<file path="src/bfp_pkg.sv">
// bfp_pkg: shared types and constants for the bond price from yield unit
// holds field widths, register indexes, controller states and the
// command/status structs between controller and datapath; no dependencies
`default_nettype none

package bfp_pkg;

	localparam int NOTIONAL_W = 32;
	localparam int RATE_W     = 24;
	localparam int PERIOD_W   = 8;
	localparam int YIELD_W    = 24;
	localparam int PRICE_W    = 56;
	localparam int AMT_W      = 48;  // coupon and face in Q.16
	localparam int Q32_W      = 33;  // unsigned Q1.32, 1.0 included
	localparam int ACC_W      = PRICE_W + 1;
	localparam int CFG_IDX_W  = 2;

	localparam int MAX_PERIODS_DEF     = 255;
	localparam int YIELD_FRAC_BITS_DEF = 24;

	localparam logic [CFG_IDX_W-1:0] CFG_NOTIONAL = 2'd0;
	localparam logic [CFG_IDX_W-1:0] CFG_RATE     = 2'd1;
	localparam logic [CFG_IDX_W-1:0] CFG_PERIODS  = 2'd2;

	typedef enum logic [2:0] {
		S_IDLE,
		S_DIV,
		S_LOOP,
		S_FACE,
		S_DRAIN
	} bfp_state_t;

	typedef struct packed {
		logic load;       // accept a yield, start the divider
		logic pow_en;     // advance d^t
		logic term_en;    // push a term into the multiply pipe
		logic term_face;  // term amount is the face instead of the coupon
		logic finish;     // capture the saturated sum
	} bfp_cmd_t;

	typedef struct packed {
		logic div_busy;
		logic pipe_busy;
	} bfp_status_t;

endpackage

`default_nettype wire

</file>
<file path="src/bfp_ctrl.sv">
// bfp_ctrl: sequencer for one pricing run: divide, period loop, face term,
// drain and result strobe; talks to bfp_datapath through bfp_cmd_t/bfp_status_t
`default_nettype none

module bfp_ctrl #(
	parameter int MAX_PERIODS = bfp_pkg::MAX_PERIODS_DEF
) (
	input  wire logic                          clk,
	input  wire logic                          arst_n,
	input  wire logic                          start,
	input  wire logic [bfp_pkg::PERIOD_W-1:0]  period_count,
	input  wire bfp_pkg::bfp_status_t          status,
	output bfp_pkg::bfp_cmd_t                  cmd,
	output logic                               busy,
	output logic                               done
);
	import bfp_pkg::*;

	localparam int CW = $clog2(MAX_PERIODS + 1);
	localparam int EW = (CW > PERIOD_W) ? CW : PERIOD_W;
	localparam logic [EW-1:0] MAX_EXT = EW'(MAX_PERIODS);

	bfp_state_t    state_q, state_d;
	logic [CW-1:0] cnt_q;
	logic [CW-1:0] m_q;
	logic [EW-1:0] m_ext;
	logic          cnt_clr, cnt_inc;
	logic          done_q;

	assign m_ext = (EW'(period_count) > MAX_EXT) ? MAX_EXT : EW'(period_count);

	always_ff @(posedge clk or negedge arst_n) begin
		if (!arst_n) begin
			state_q <= S_IDLE;
			cnt_q   <= '0;
			done_q  <= 1'b0;
		end else begin
			state_q <= state_d;
			done_q  <= cmd.finish;
			if (cnt_clr)
				cnt_q <= '0;
			else if (cnt_inc)
				cnt_q <= cnt_q + 1'b1;
		end
	end

	always_ff @(posedge clk) begin
		if (cmd.load)
			m_q <= m_ext[CW-1:0];
	end

	always_comb begin
		state_d = state_q;
		cmd     = '0;
		cnt_clr = 1'b0;
		cnt_inc = 1'b0;
		case (state_q)
			S_IDLE: begin
				if (start) begin
					cmd.load = 1'b1;
					state_d  = S_DIV;
				end
			end
			S_DIV: begin
				cnt_clr = 1'b1;
				if (!status.div_busy)
					state_d = S_LOOP;
			end
			S_LOOP: begin
				// p holds d^cnt: advance it, and sum the coupon term from t = 1 on
				cmd.pow_en  = cnt_q != m_q;
				cmd.term_en = cnt_q != '0;
				cnt_inc     = 1'b1;
				if (cnt_q == m_q)
					state_d = S_FACE;
			end
			S_FACE: begin
				cmd.term_en   = 1'b1;
				cmd.term_face = 1'b1;
				state_d       = S_DRAIN;
			end
			S_DRAIN: begin
				if (!status.pipe_busy) begin
					cmd.finish = 1'b1;
					state_d    = S_IDLE;
				end
			end
			default: begin
				state_d = S_IDLE;
			end
		endcase
	end

	assign busy = state_q != S_IDLE;
	assign done = done_q;

`ifndef SYNTHESIS
	a_cnt_bound: assert property (@(posedge clk) disable iff (!arst_n)
		(state_q == S_LOOP) |-> (cnt_q <= m_q))
		else $error("period counter past maturity");
	a_done_after_drain: assert property (@(posedge clk) disable iff (!arst_n)
		done_q |-> ($past(state_q) == S_DRAIN) && (state_q == S_IDLE))
		else $error("result strobe outside of drain");
	a_done_single: assert property (@(posedge clk) disable iff (!arst_n)
		done_q |=> !done_q)
		else $error("result strobe longer than one beat");
`endif

endmodule

`default_nettype wire

</file>
<file path="config.mk">
export PLATFORM = sky130hd
export DESIGN_NAME = bfp_ctrl
export DESIGN_NICKNAME = d
export VERILOG_FILES = /design/src/bfp_pkg.sv /design/src/bfp_ctrl.sv
export SDC_FILE = /design/constraint.sdc
export NUM_CORES = 1
export LEC_CHECK = 0
export BUFFER_PORTS_ARGS = -buffer_cell sky130_fd_sc_hd__buf_4
export CAP_MARGIN = 20
export CORE_MARGIN = 8
export CORE_UTILIZATION = 23
export CTS_BUF_LIST = sky130_fd_sc_hd__clkbuf_4
export CTS_CLUSTER_DIAMETER = 30
export DETAILED_ROUTE_END_ITERATION = 7
export SETUP_SLACK_MARGIN = 0.4
export SYNTH_ARGS = -nofsm -noshare
export SYNTH_HDL_FRONTEND = slang
export SYNTH_SLANG_ARGS = --single-unit
export TNS_END_PERCENT = 10
</file>
<file path="constraint.sdc">
create_clock -name clk -period 2.7 [get_ports clk]
set_clock_uncertainty 0.15 [all_clocks]
set_input_delay 0.405 -clock clk [delete_from_list [all_inputs] [get_ports clk]]
set_output_delay 0.405 -clock clk [all_outputs]
set_load 0.03 [all_outputs]
</file>
Word level (Yosys, flattened, before mapping)
Cells that the tools add are included.
{ "word_totals": {"word_cells": 37, "in_bits": 13, "reg_bits": 20} }
{ "op_classes": {"n_lt_le_gt_ge": 1, "mux": 16, "addsub": 1, "n_reduce_logical": 5, "eq_ne": 10} }
{ "ops": {"columns": ["cell", "count"], "rows": [
  ["8-bit two-way mux", 2],
  ["3-bit one-hot mux with 5 select lines", 1],
  ["3-bit two-way mux", 4],
  ["8-bit by 1-bit adder with 8-bit output (second input constant)", 1],
  ["8-bit == test", 1],
  ["8-bit > comparator (second input constant)", 1],
  ["1-bit two-way mux", 8],
  ["2-bit inequality test (second input constant)", 4],
  ["8-bit inequality test", 1],
  ["8-bit nonzero test", 1],
  ["3-bit by 2-bit == test with 1-bit output (second input constant)", 2],
  ["4-bit AND reduction", 1],
  ["3-bit by 1-bit == test with 1-bit output (second input constant)", 1],
  ["3-bit == test (second input constant)", 1],
  ["3-bit logical NOT", 1],
  ["3-bit nonzero test", 1],
  ["1-bit one-hot mux with 2 select lines", 1],
  ["2-bit nonzero test", 1]
]} }

Longest topological paths before layout
Gate-level depths: netlist of the first run.
{ "logic_depth": {"word_depth": 4, "depth_mapped": 5} }

Worst setup path after synthesis of the first run
No wires, ideal clock.
{ "synth_timing": {"path_type": "reg2out", "from": "reg state_q[0]", "to": "out cmd[4] in the netlist's numbering", "path_buffers": 1, "path_slack_ns": 0.342, "arrival_time_ns": 1.803, "path_stages_with_launch": 4, "path_cell_list": "dfrtp_1 -> buf_6 -> or3_1 -> nor2_1"} }
{ "synth_rtl": {"columns": ["element", "line", "text"], "rows": [
  ["from (decl)", "bfp_ctrl.sv:23", "bfp_state_t state_q, state_d;"],
  ["from (signal assigned)", "bfp_ctrl.sv:38", "state_q <= state_d;"],
  ["to (decl)", "bfp_ctrl.sv:13", "output bfp_pkg::bfp_cmd_t cmd,"]
]} }

==> results of run 1 <==
## area by class of cell
type                            count  area [um^2]
Tap cell                           52         65.1
Fill cell                         430         3040
Multi-Input combinational cell     60          468
Inverter                            4         15.0
Timing Repair Buffer               22          168
Clock inverter                      1         30.0
Clock buffer                        3         22.5
Sequential cell                    20          542
## power by group
part	internal, mW	leakage (nW)	switching [mW]	total [mW]
Sequential	0.395	0.236	0.0821	0.477
Clock	0.150	0.0279	0.0976	0.248
Combinational	0.238	0.341	0.291	0.529
Total	0.783	0.605	0.471	1.25
## worst max-delay path by stage
stage                        end  slack (ps)  cells past startpoint
after global placement    cmd[2]         460                      6
after global routing      cmd[2]         270                      6
after floorplan           cmd[2]         570                      5
final                     cmd[2]         370                      6
after CTS                 cmd[2]         300                      6
after detailed placement  cmd[2]         450                      6
## registers in the layout, summed over array words and instances, names as in the netlist
name	cells
m_q	8
state_q	3
done	1
cnt_q	8
## critical path, cell delays in order, from the launching register on
cell and delay [ps]:
dfrtp_2 420, inv_1 60, ha_1 130, or4b_4 470, nor4_4 140, o21bai_1 80
buf_4 170
## layout by cell type, fill, tap and decap left out
master and instances:
nor2_1 5, o21ai_0 2, or4b_4 1, xor2_1 8
nand3_1 6, and3_1 1, and3b_2 1, edfxtp_1 8
mux2i_1 7, a22o_1 1, nor3b_2 1, nor4_2 2
nand4_1 1, ha_1 2, o21bai_1 1, nand2_1 6
and4_1 1, xnor2_1 1, nor2_4 1, bufinv_16 1
dfrtp_1 11, a22o_2 1, clkbuf_4 3, dfrtp_2 1
and2_4 1, dlygate4sd3_1 1, inv_1 4, a21oi_1 1
and2_1 1, or3b_1 2, or3_1 1, a31o_2 2
nor4_4 1, buf_4 21, nor3_1 2
## through the flow
step | cells | power, mW
floorplan | 91 | 0.852
global placement | 155 | 0.925
detailed placement | 155 | 0.946
CTS | 162 | 1.24
global route | 162 | 1.34
finish | 162 | 1.25
## layer usage
layer / vias to the layer above / GRT usage (%)
li1: 356 / -
met1: 339 / 6.72
met2: 14 / 11.1
met3: 4 / 2.15
met4: 0 / 3.35
met5: - / 0
## logic make-up after synthesis
group | Yosys count | share of synthesized area (%)
buffers and inverters | 11 | 6.63
multiplexers | 7 | 6.75
XOR/XNOR | 9 | 7.59
flip-flops | 20 | 52.0
AO/OA/AOI/OAI | 8 | 5.66
AND/OR/NAND/NOR | 34 | 18.9
adder cells (fa/ha/maj) | 2 | 2.41
## repair_timing
item | 4_1_cts | 5_1_grt
gates resized for setup | 4 | 3
hold buffers | 1 | 0
buffers inserted | 2 | 0
endpoints found under the hold margin | 12 | 0
pin swaps | 1 | 1
endpoints found under the setup margin | 3 | 3
gates cloned | 0 | 0
==> impl_metrics.py, run 1 <==
metrics = {
    "status": {
        "status": "finished, final reports clean",
    },
    "drt": {
        "ant_nets": 0,
        "drt_iter0_drc": 36,
        "dr_total_vias": 713,
        "viasPerCell": 4.40,
        "dr_wl_met3_um": 65,
        "remaining_drc_errors": 0,
        "wl_um": 2140,
        "drt_pre_antenna_iters": 4,
        "highest_layer": "met4",
        "routedWlPerCell_um": 13.2,
        "wl_met2_um": 1080,
        "met1Wirelength_um": 949,
    },
    "run": {
        "maxCapViolations": 0,
    },
    "floorplanning": {
        "die-area_um2": 6920,
        "ios": 20,
        "row_count": 24,
        "die_h_um": 83.2,
        "initial_core_util_pct": 23.9,
        "die_w_um": 83.2,
        "design.core.area_um2": 4350,
    },
    "timing": {
        "fmax_ghz": 0.430,
        "worst_hold_slack_ps": 95.5,
        "finalSetupTns_ps": 0,
        "worst_pin_slew_ps": 541,
        "finalMaxSlewViolations": 0,
        "setup_violations": 0,
        "min_period_ps": 2330,
        "setup_ws_ps": 374,
        "fin_crit_sh_pct": 86.1,
        "hold_violations": 0,
        "rsz0062_at_grt": "yes",
        "slew_headroom_pct": 63.8,
    },
    "global_routing": {
        "grt_max_degree": 13,
        "grt_pass1_wl_um": 3660,
        "grt_overflow_total": 0,
        "antenna_found_initial": 0,
        "globalRouteTotalUtil_pct": 6.42,
        "grt_pass1_vias": 784,
    },
    "clock_tree": {
        "clk_path_buf_depth": 2,
        "clock_latency_ps": 310,
        "tritoncts": "built",
        "cts_root_buffer": "clkbuf_4",
        "cts_htree_levels": 1,
        "clkTransAtPathRegs_ps": 120,
        "cts_buffers": 3,
        "clock-sinks": 20,
    },
    "critical_path": {
        "rr_startpoint": "state_q[0]",
        "reg2reg_to": "cnt_q[1]",
        "startpoint": "cnt_q[0]",
        "rrSetupSlack_ps": 970,
        "crit_path_max_fanout": 2,
        "r2r_cells": 3,
        "critical_path_required_ps": 2140,
        "end_kind": "output pin",
        "critical_path_class": "flop to output pin",
        "start_kind": "flop",
        "arrival_ps": 1770,
    },
    "yosys": {
        "syn_inst": 91,
        "ys_types": 32,
        "synthTopCellsByArea": "dfrtp_1 29%, edfxtp_1 23%, mux2i_1 6.7%",
        "synth-main-ff-cell": "dfrtp_1",
        "syn_area_um2": 1040,
        "synth-edff-count": 8,
        "syn-num-nets": 106,
        "synth-seq-area-share_pct": 52.0,
        "synth_common_cells": "12 x dfrtp_1, 8 x edfxtp_1, 8 x xor2_1",
        "ys_ff_latch": 20,
        "synthArstFlopShare_pct": 60.0,
        "synth_top_area_share_pct": 28.9,
        "yosysTopAreaCell": "dfrtp_1",
        "synth.most_common_cell": "dfrtp_1",
        "yosysWarnings": 0,
        "avgSynthCellArea_um2": 11.4,
    },
    "cells_and_area": {
        "layout-drive-gt1-share_pct": 33.6,
        "final_util_pct": 30.1,
        "area_delta_synth_final_pct": 26.1,
        "antennaDiodeCount": 0,
        "fin_area_um2": 1310,
        "fin_nets": 126,
    },
    "power": {
        "power_density_nw_per_um2": 957,
        "peakVddDrop_mv": 0.418,
        "leakagePower_nw": 0.605,
    },
    "worst_hold_path": {
        "hold_class": "primary input to flop",
        "whs_endpoint": "done",
        "hold_depth": 2,
        "hold_start": "status[0]",
    },
    "placement": {
        "postPlaceCellArea_um2": 1190,
        "gp_congestion": 0.784,
        "dp_hpwl_um": 1570,
        "dp_slack_ps": 448,
        "io_buffers": 19,
    },
}
Note: power is estimated with default switching activity, not from simulation.
==> run 2: changes to the inputs <==
Settings changed: CORE_MARGIN 8 to not set, SETUP_SLACK_MARGIN 0.4 to not set.
==> run 2 against run 1 <==
Effect of this change:
- global-route usage is 2.4 points higher
- flip-flop and latch count stayed put
- non-clock buffer count is 1 lower
- largest power group is now registers
==> impl_metrics.py, run 2 (same netlist as run 1, synthesis figures left out) <==
metrics = {
    "timing": {
        "finalSetupTns_ps": 0,
        "rsz0062_at_grt": "no",
        "setup_ws_ps": 135,
        "finalMaxSlewViolations": 0,
        "fmax_ghz": 0.390,
        "hold_violations": 0,
        "slew_headroom_pct": 64.8,
        "worst_pin_slew_ps": 526,
        "fin_crit_sh_pct": 95.0,
        "worst_hold_slack_ps": 102,
        "min_period_ps": 2560,
        "setup_violations": 0,
    },
    "drt": {
        "ant_nets": 0,
        "viasPerCell": 4.53,
        "remaining_drc_errors": 0,
        "dr_total_vias": 729,
        "wl_um": 2000,
        "drt_iter0_drc": 18,
        "drt_pre_antenna_iters": 6,
        "routedWlPerCell_um": 12.4,
    },
    "clock_tree": {
        "clkTransAtPathRegs_ps": 110,
        "cts_setup_buffers": 0,
        "cts_root_buffer": "clkbuf_4",
        "clk_path_buf_depth": 2,
        "cts_buffers": 3,
        "clock-sinks": 20,
        "tritoncts": "built",
        "clock_latency_ps": 310,
        "cts_htree_levels": 1,
    },
    "placement": {
        "gp_congestion": 0.869,
        "dp_slack_ps": 411,
        "placed_cells": 156,
        "dp_hpwl_um": 1440,
        "postPlaceCellArea_um2": 1200,
        "io_buffers": 19,
    },
    "cells_and_area": {
        "area_delta_synth_final_pct": 19.8,
        "final_util_pct": 28.6,
        "fin_nets": 125,
        "fin_area_um2": 1240,
        "final_common_cell": "buf_4",
        "final_cell_mix": "20 x buf_4, 11 x dfrtp_1, 8 x xor2_1, 8 x edfxtp_1, 7 x mux2i_1",
        "reg_top3": "cnt_q (8), m_q (8), state_q (3)",
        "layout-drive-gt1-share_pct": 29.4,
        "antennaDiodeCount": 0,
        "instances_no_fill": 161,
    },
    "global_routing": {
        "globalRouteTotalUtil_pct": 8.85,
        "grt_max_degree": 13,
        "grt_overflow_total": 0,
        "grt_pass1_wl_um": 3280,
        "grt_pass1_vias": 737,
        "antenna_found_initial": 0,
    },
    "critical_path": {
        "crit_family": "simple AND/OR/NAND/NOR gates",
        "arrival_ps": 2010,
        "crit_path_max_fanout": 7,
        "cp_cell_sequence": "inv_1, ha_1, or4b_2, nor4_2, o21bai_1, buf_4",
        "critical_path_required_ps": 2140,
        "cp.buffers_inverters": 2,
        "cp_slowest_cell": "or4b_2",
        "r2r_cells": 3,
        "slowest_delay_ps": 600,
        "rrSetupSlack_ps": 960,
        "end_kind": "output pin",
        "critical_path_class": "flop to output pin",
        "start_kind": "flop",
        "cp.depth": 6,
    },
    "floorplanning": {
        "die_w_um": 69.2,
        "die-area_um2": 4790,
        "die_h_um": 69.2,
        "ios": 20,
        "design.core.area_um2": 4350,
        "row_count": 24,
        "initial_core_util_pct": 23.9,
    },
    "worst_hold_path": {
        "hold_class": "primary input to flop",
        "hold_depth": 2,
    },
    "power": {
        "p_total_mw": 1.11,
        "leakagePower_nw": 0.579,
        "peakVddDrop_mv": 0.322,
        "power_density_nw_per_um2": 889,
    },
    "status": {
        "status": "finished, final reports clean",
    },
    "run": {
        "maxCapViolations": 0,
    },
}
[run 2: cell count changes in the layout (fill, tap and decap cells not counted)]
cell       delta
nor4_4        -1
nor4_1        +2
clkinv_1      +1
nor2_4        -1
or4b_2        +1
nor2_1        +1
or4b_4        -1
buf_4         -1
bufinv_16     -1
nor4_2        -1
[run 2: layout make-up]
| class | instances | area [um^2] |
|---|---|---|
| Inverter | 4 | 15.0 |
| Sequential cell | 20 | 542 |
| Fill cell | 428 | 3110 |
| Clock buffer | 3 | 22.5 |
| Tap cell | 52 | 65.1 |
| Timing Repair Buffer | 21 | 160 |
| Clock inverter | 1 | 3.75 |
| Multi-Input combinational cell | 60 | 435 |
[run 2: where the power goes]
part / switching, mW / internal [mW] / total [mW] / leakage, nW
Combinational: 0.255 / 0.211 / 0.466 / 0.328
Sequential: 0.0999 / 0.395 / 0.495 / 0.236
Clock: 0.0919 / 0.0541 / 0.146 / 0.0154
[run 2: layer usage]
layer	wire, um	GRT usage [%]
met4	59	6.35
met1	913	10.3
met3	64	1.60
met2	961	14.6
met5	0	0
[run 2: worst paths after layout]
path                             from        to
max                          cnt_q[0]    cmd[2]
max in group asynchronous      arst_n  cnt_q[0]
max reg2reg                state_q[0]  cnt_q[3]
min in group asynchronous      arst_n      done
min reg2reg                  cnt_q[7]  cnt_q[7]
min                         status[0]      done
[run 2: what timing repair did]
action | CTS | global route
resized for setup | 0 | 2
hold buffers | 1 | 0
endpoints found under the hold margin | 12 | 0
setup endpoints to repair | 0 | 1
[run 2: worst reg2reg max path: cells and delay by family (launching register included)]
family	cells	cell delay, ps
AOI/OAI and AO/OA	1	220
and+or+nand+nor	2	720
DFF	1	540
==> run 3: changes to the inputs <==
Settings changed: CORE_ASPECT_RATIO set to 1.2, CORE_UTILIZATION 23 to 30.
==> run 3 against run 2 <==
Effect of this change:
- register-to-register slack better by 30 ps
- via count is 2.7% lower
- flip-flop and latch count stayed put
- critical endpoint unchanged
- largest cell class unchanged
==> impl_metrics.py, run 3 (same netlist as run 1, synthesis figures left out) <==
metrics = {
    "status": {
        "status": "finished, final reports clean",
    },
    "placement": {
        "dp_hpwl_um": 1300,
        "gp_congestion": 0.798,
        "postPlaceCellArea_um2": 1180,
        "dp_slack_ps": 390,
        "io_buffers": 19,
    },
    "critical_path": {
        "critical_path_class": "flop to output pin",
        "reg2reg_to": "cnt_q[3]",
        "critical_path_required_ps": 2140,
        "rrSetupSlack_ps": 990,
        "end_kind": "output pin",
        "arrival_ps": 2030,
        "start_kind": "flop",
        "rr_startpoint": "state_q[0]",
        "crit_path_max_fanout": 7,
        "r2r_cells": 3,
    },
    "cells_and_area": {
        "final_common_cell": "buf_4",
        "final_cell_mix": "21 x buf_4, 11 x dfrtp_1, 8 x xor2_1, 8 x edfxtp_1, 7 x mux2i_1",
        "area_delta_synth_final_pct": 19.5,
        "multi_input_area_um2": 444,
        "fin_area_um2": 1240,
        "reg_top3": "cnt_q (8), m_q (8), state_q (3)",
        "fill_cells": 337,
        "antennaDiodeCount": 0,
        "register_area_um2": 542,
        "fin_nets": 126,
        "layout-drive-gt1-share_pct": 30.0,
    },
    "global_routing": {
        "grt_pass1_wl_um": 2920,
        "antenna_found_initial": 0,
        "grt_max_degree": 13,
        "grt_pass1_vias": 667,
        "globalRouteTotalUtil_pct": 10.1,
        "grt_overflow_total": 0,
    },
    "floorplanning": {
        "die_h_um": 66.5,
        "design.core.area_um2": 3310,
        "row_count": 23,
        "initial_core_util_pct": 31.4,
        "die-area_um2": 3700,
        "ios": 20,
        "die_w_um": 55.7,
    },
    "clock_tree": {
        "cts_root_buffer": "clkbuf_4",
        "cts_buffers": 3,
        "cts_htree_levels": 1,
        "clk_path_buf_depth": 2,
        "clock_latency_ps": 290,
        "tritoncts": "built",
        "clkTransAtPathRegs_ps": 120,
        "clock-sinks": 20,
    },
    "drt": {
        "drt_pre_antenna_iters": 4,
        "remaining_drc_errors": 0,
        "wl_um": 1730,
        "ant_nets": 0,
        "viasPerCell": 4.82,
        "dr_total_vias": 709,
        "drt_iter0_drc": 17,
        "routedWlPerCell_um": 11.8,
    },
    "timing": {
        "rsz0062_at_grt": "no",
        "finalMaxSlewViolations": 0,
        "min_period_ps": 2580,
        "finalSetupTns_ps": 0,
        "slew_headroom_pct": 64.6,
        "setup_ws_ps": 116,
        "setup_violations": 0,
        "worst_pin_slew_ps": 528,
        "fin_crit_sh_pct": 95.7,
        "hold_violations": 0,
        "fmax_ghz": 0.387,
    },
    "worst_hold_path": {
        "whs_endpoint": "done",
        "hold_depth": 2,
        "hold_start": "status[0]",
        "hold_class": "primary input to flop",
    },
    "power": {
        "leakagePower_nw": 0.588,
        "peakVddDrop_mv": 0.590,
        "power_density_nw_per_um2": 891,
    },
    "run": {
        "maxCapViolations": 0,
    },
}
[run 3: cell count changes in the layout (fill, tap and decap cells not counted), sizes merged]
cell,change
buf,+1
[run 3: area by class of cell]
| type | count | area share (%) |
|---|---|---|
| sequential | 20 | 43.6 |
| timing repair buffer | 22 | 13.5 |
| tap | 37 | 3.73 |
| multi-input combinational | 60 | 35.8 |
| clock inverter | 1 | 0.302 |
| clock buffer | 3 | 1.81 |
| inverter | 4 | 1.21 |
[run 3: power by group]
group	switching, mW	internal (mW)	leakage [nW]
Combinational	0.254	0.225	0.337
Clock	0.0905	0.0537	0.0154
Sequential	0.0887	0.395	0.236
Total	0.433	0.673	0.588
[run 3: worst max path at each step]
stage                from  slack (ps)     end
6_report         cnt_q[0]         120  cmd[2]
5_1_grt          cnt_q[0]           1  cmd[2]
4_1_cts          cnt_q[0]          50  cmd[2]
3_5_place_dp     cnt_q[0]         390  cmd[2]
3_3_place_gp     cnt_q[0]         450  cmd[2]
2_1_floorplan  state_q[0]         340  cmd[4]
[run 3: through the flow]
step / instances / utilization, % / hold slack [ps] / total power, mW
floorplan: 91 / - / -40.6 / 0.850
global placement: 141 / 35.7 / 104 / 0.931
detailed placement: 141 / 35.7 / 104 / 0.940
CTS: 146 / 36.8 / 114 / 1.09
global route: 147 / 37.5 / 107 / 1.18
finish: 147 / 37.5 / 124 / 1.11
[run 3: what timing repair did]
item | CTS | global route
setup buffers | 0 | 1
hold buffers | 1 | 0
resized for setup | 0 | 3
endpoints found under the setup margin | 0 | 1
endpoints found under the hold margin | 12 | 0
[run 3: metal layers]
metal  global-route usage, %  vias up  routed length, um
li1                        -      357                  -
met1                    12.6      336                773
met2                    17.2       14                893
met3                    2.33        2                 47
met4                    3.75        0                 14
met5                       0        -                  0
[run 3: critical path: stages, from the launching register on]
cell and delay, ps:
dfrtp_2 460, inv_1 70, ha_1 140, or4b_2 630, nor4_4 170, o21bai_1 100, buf_4 170
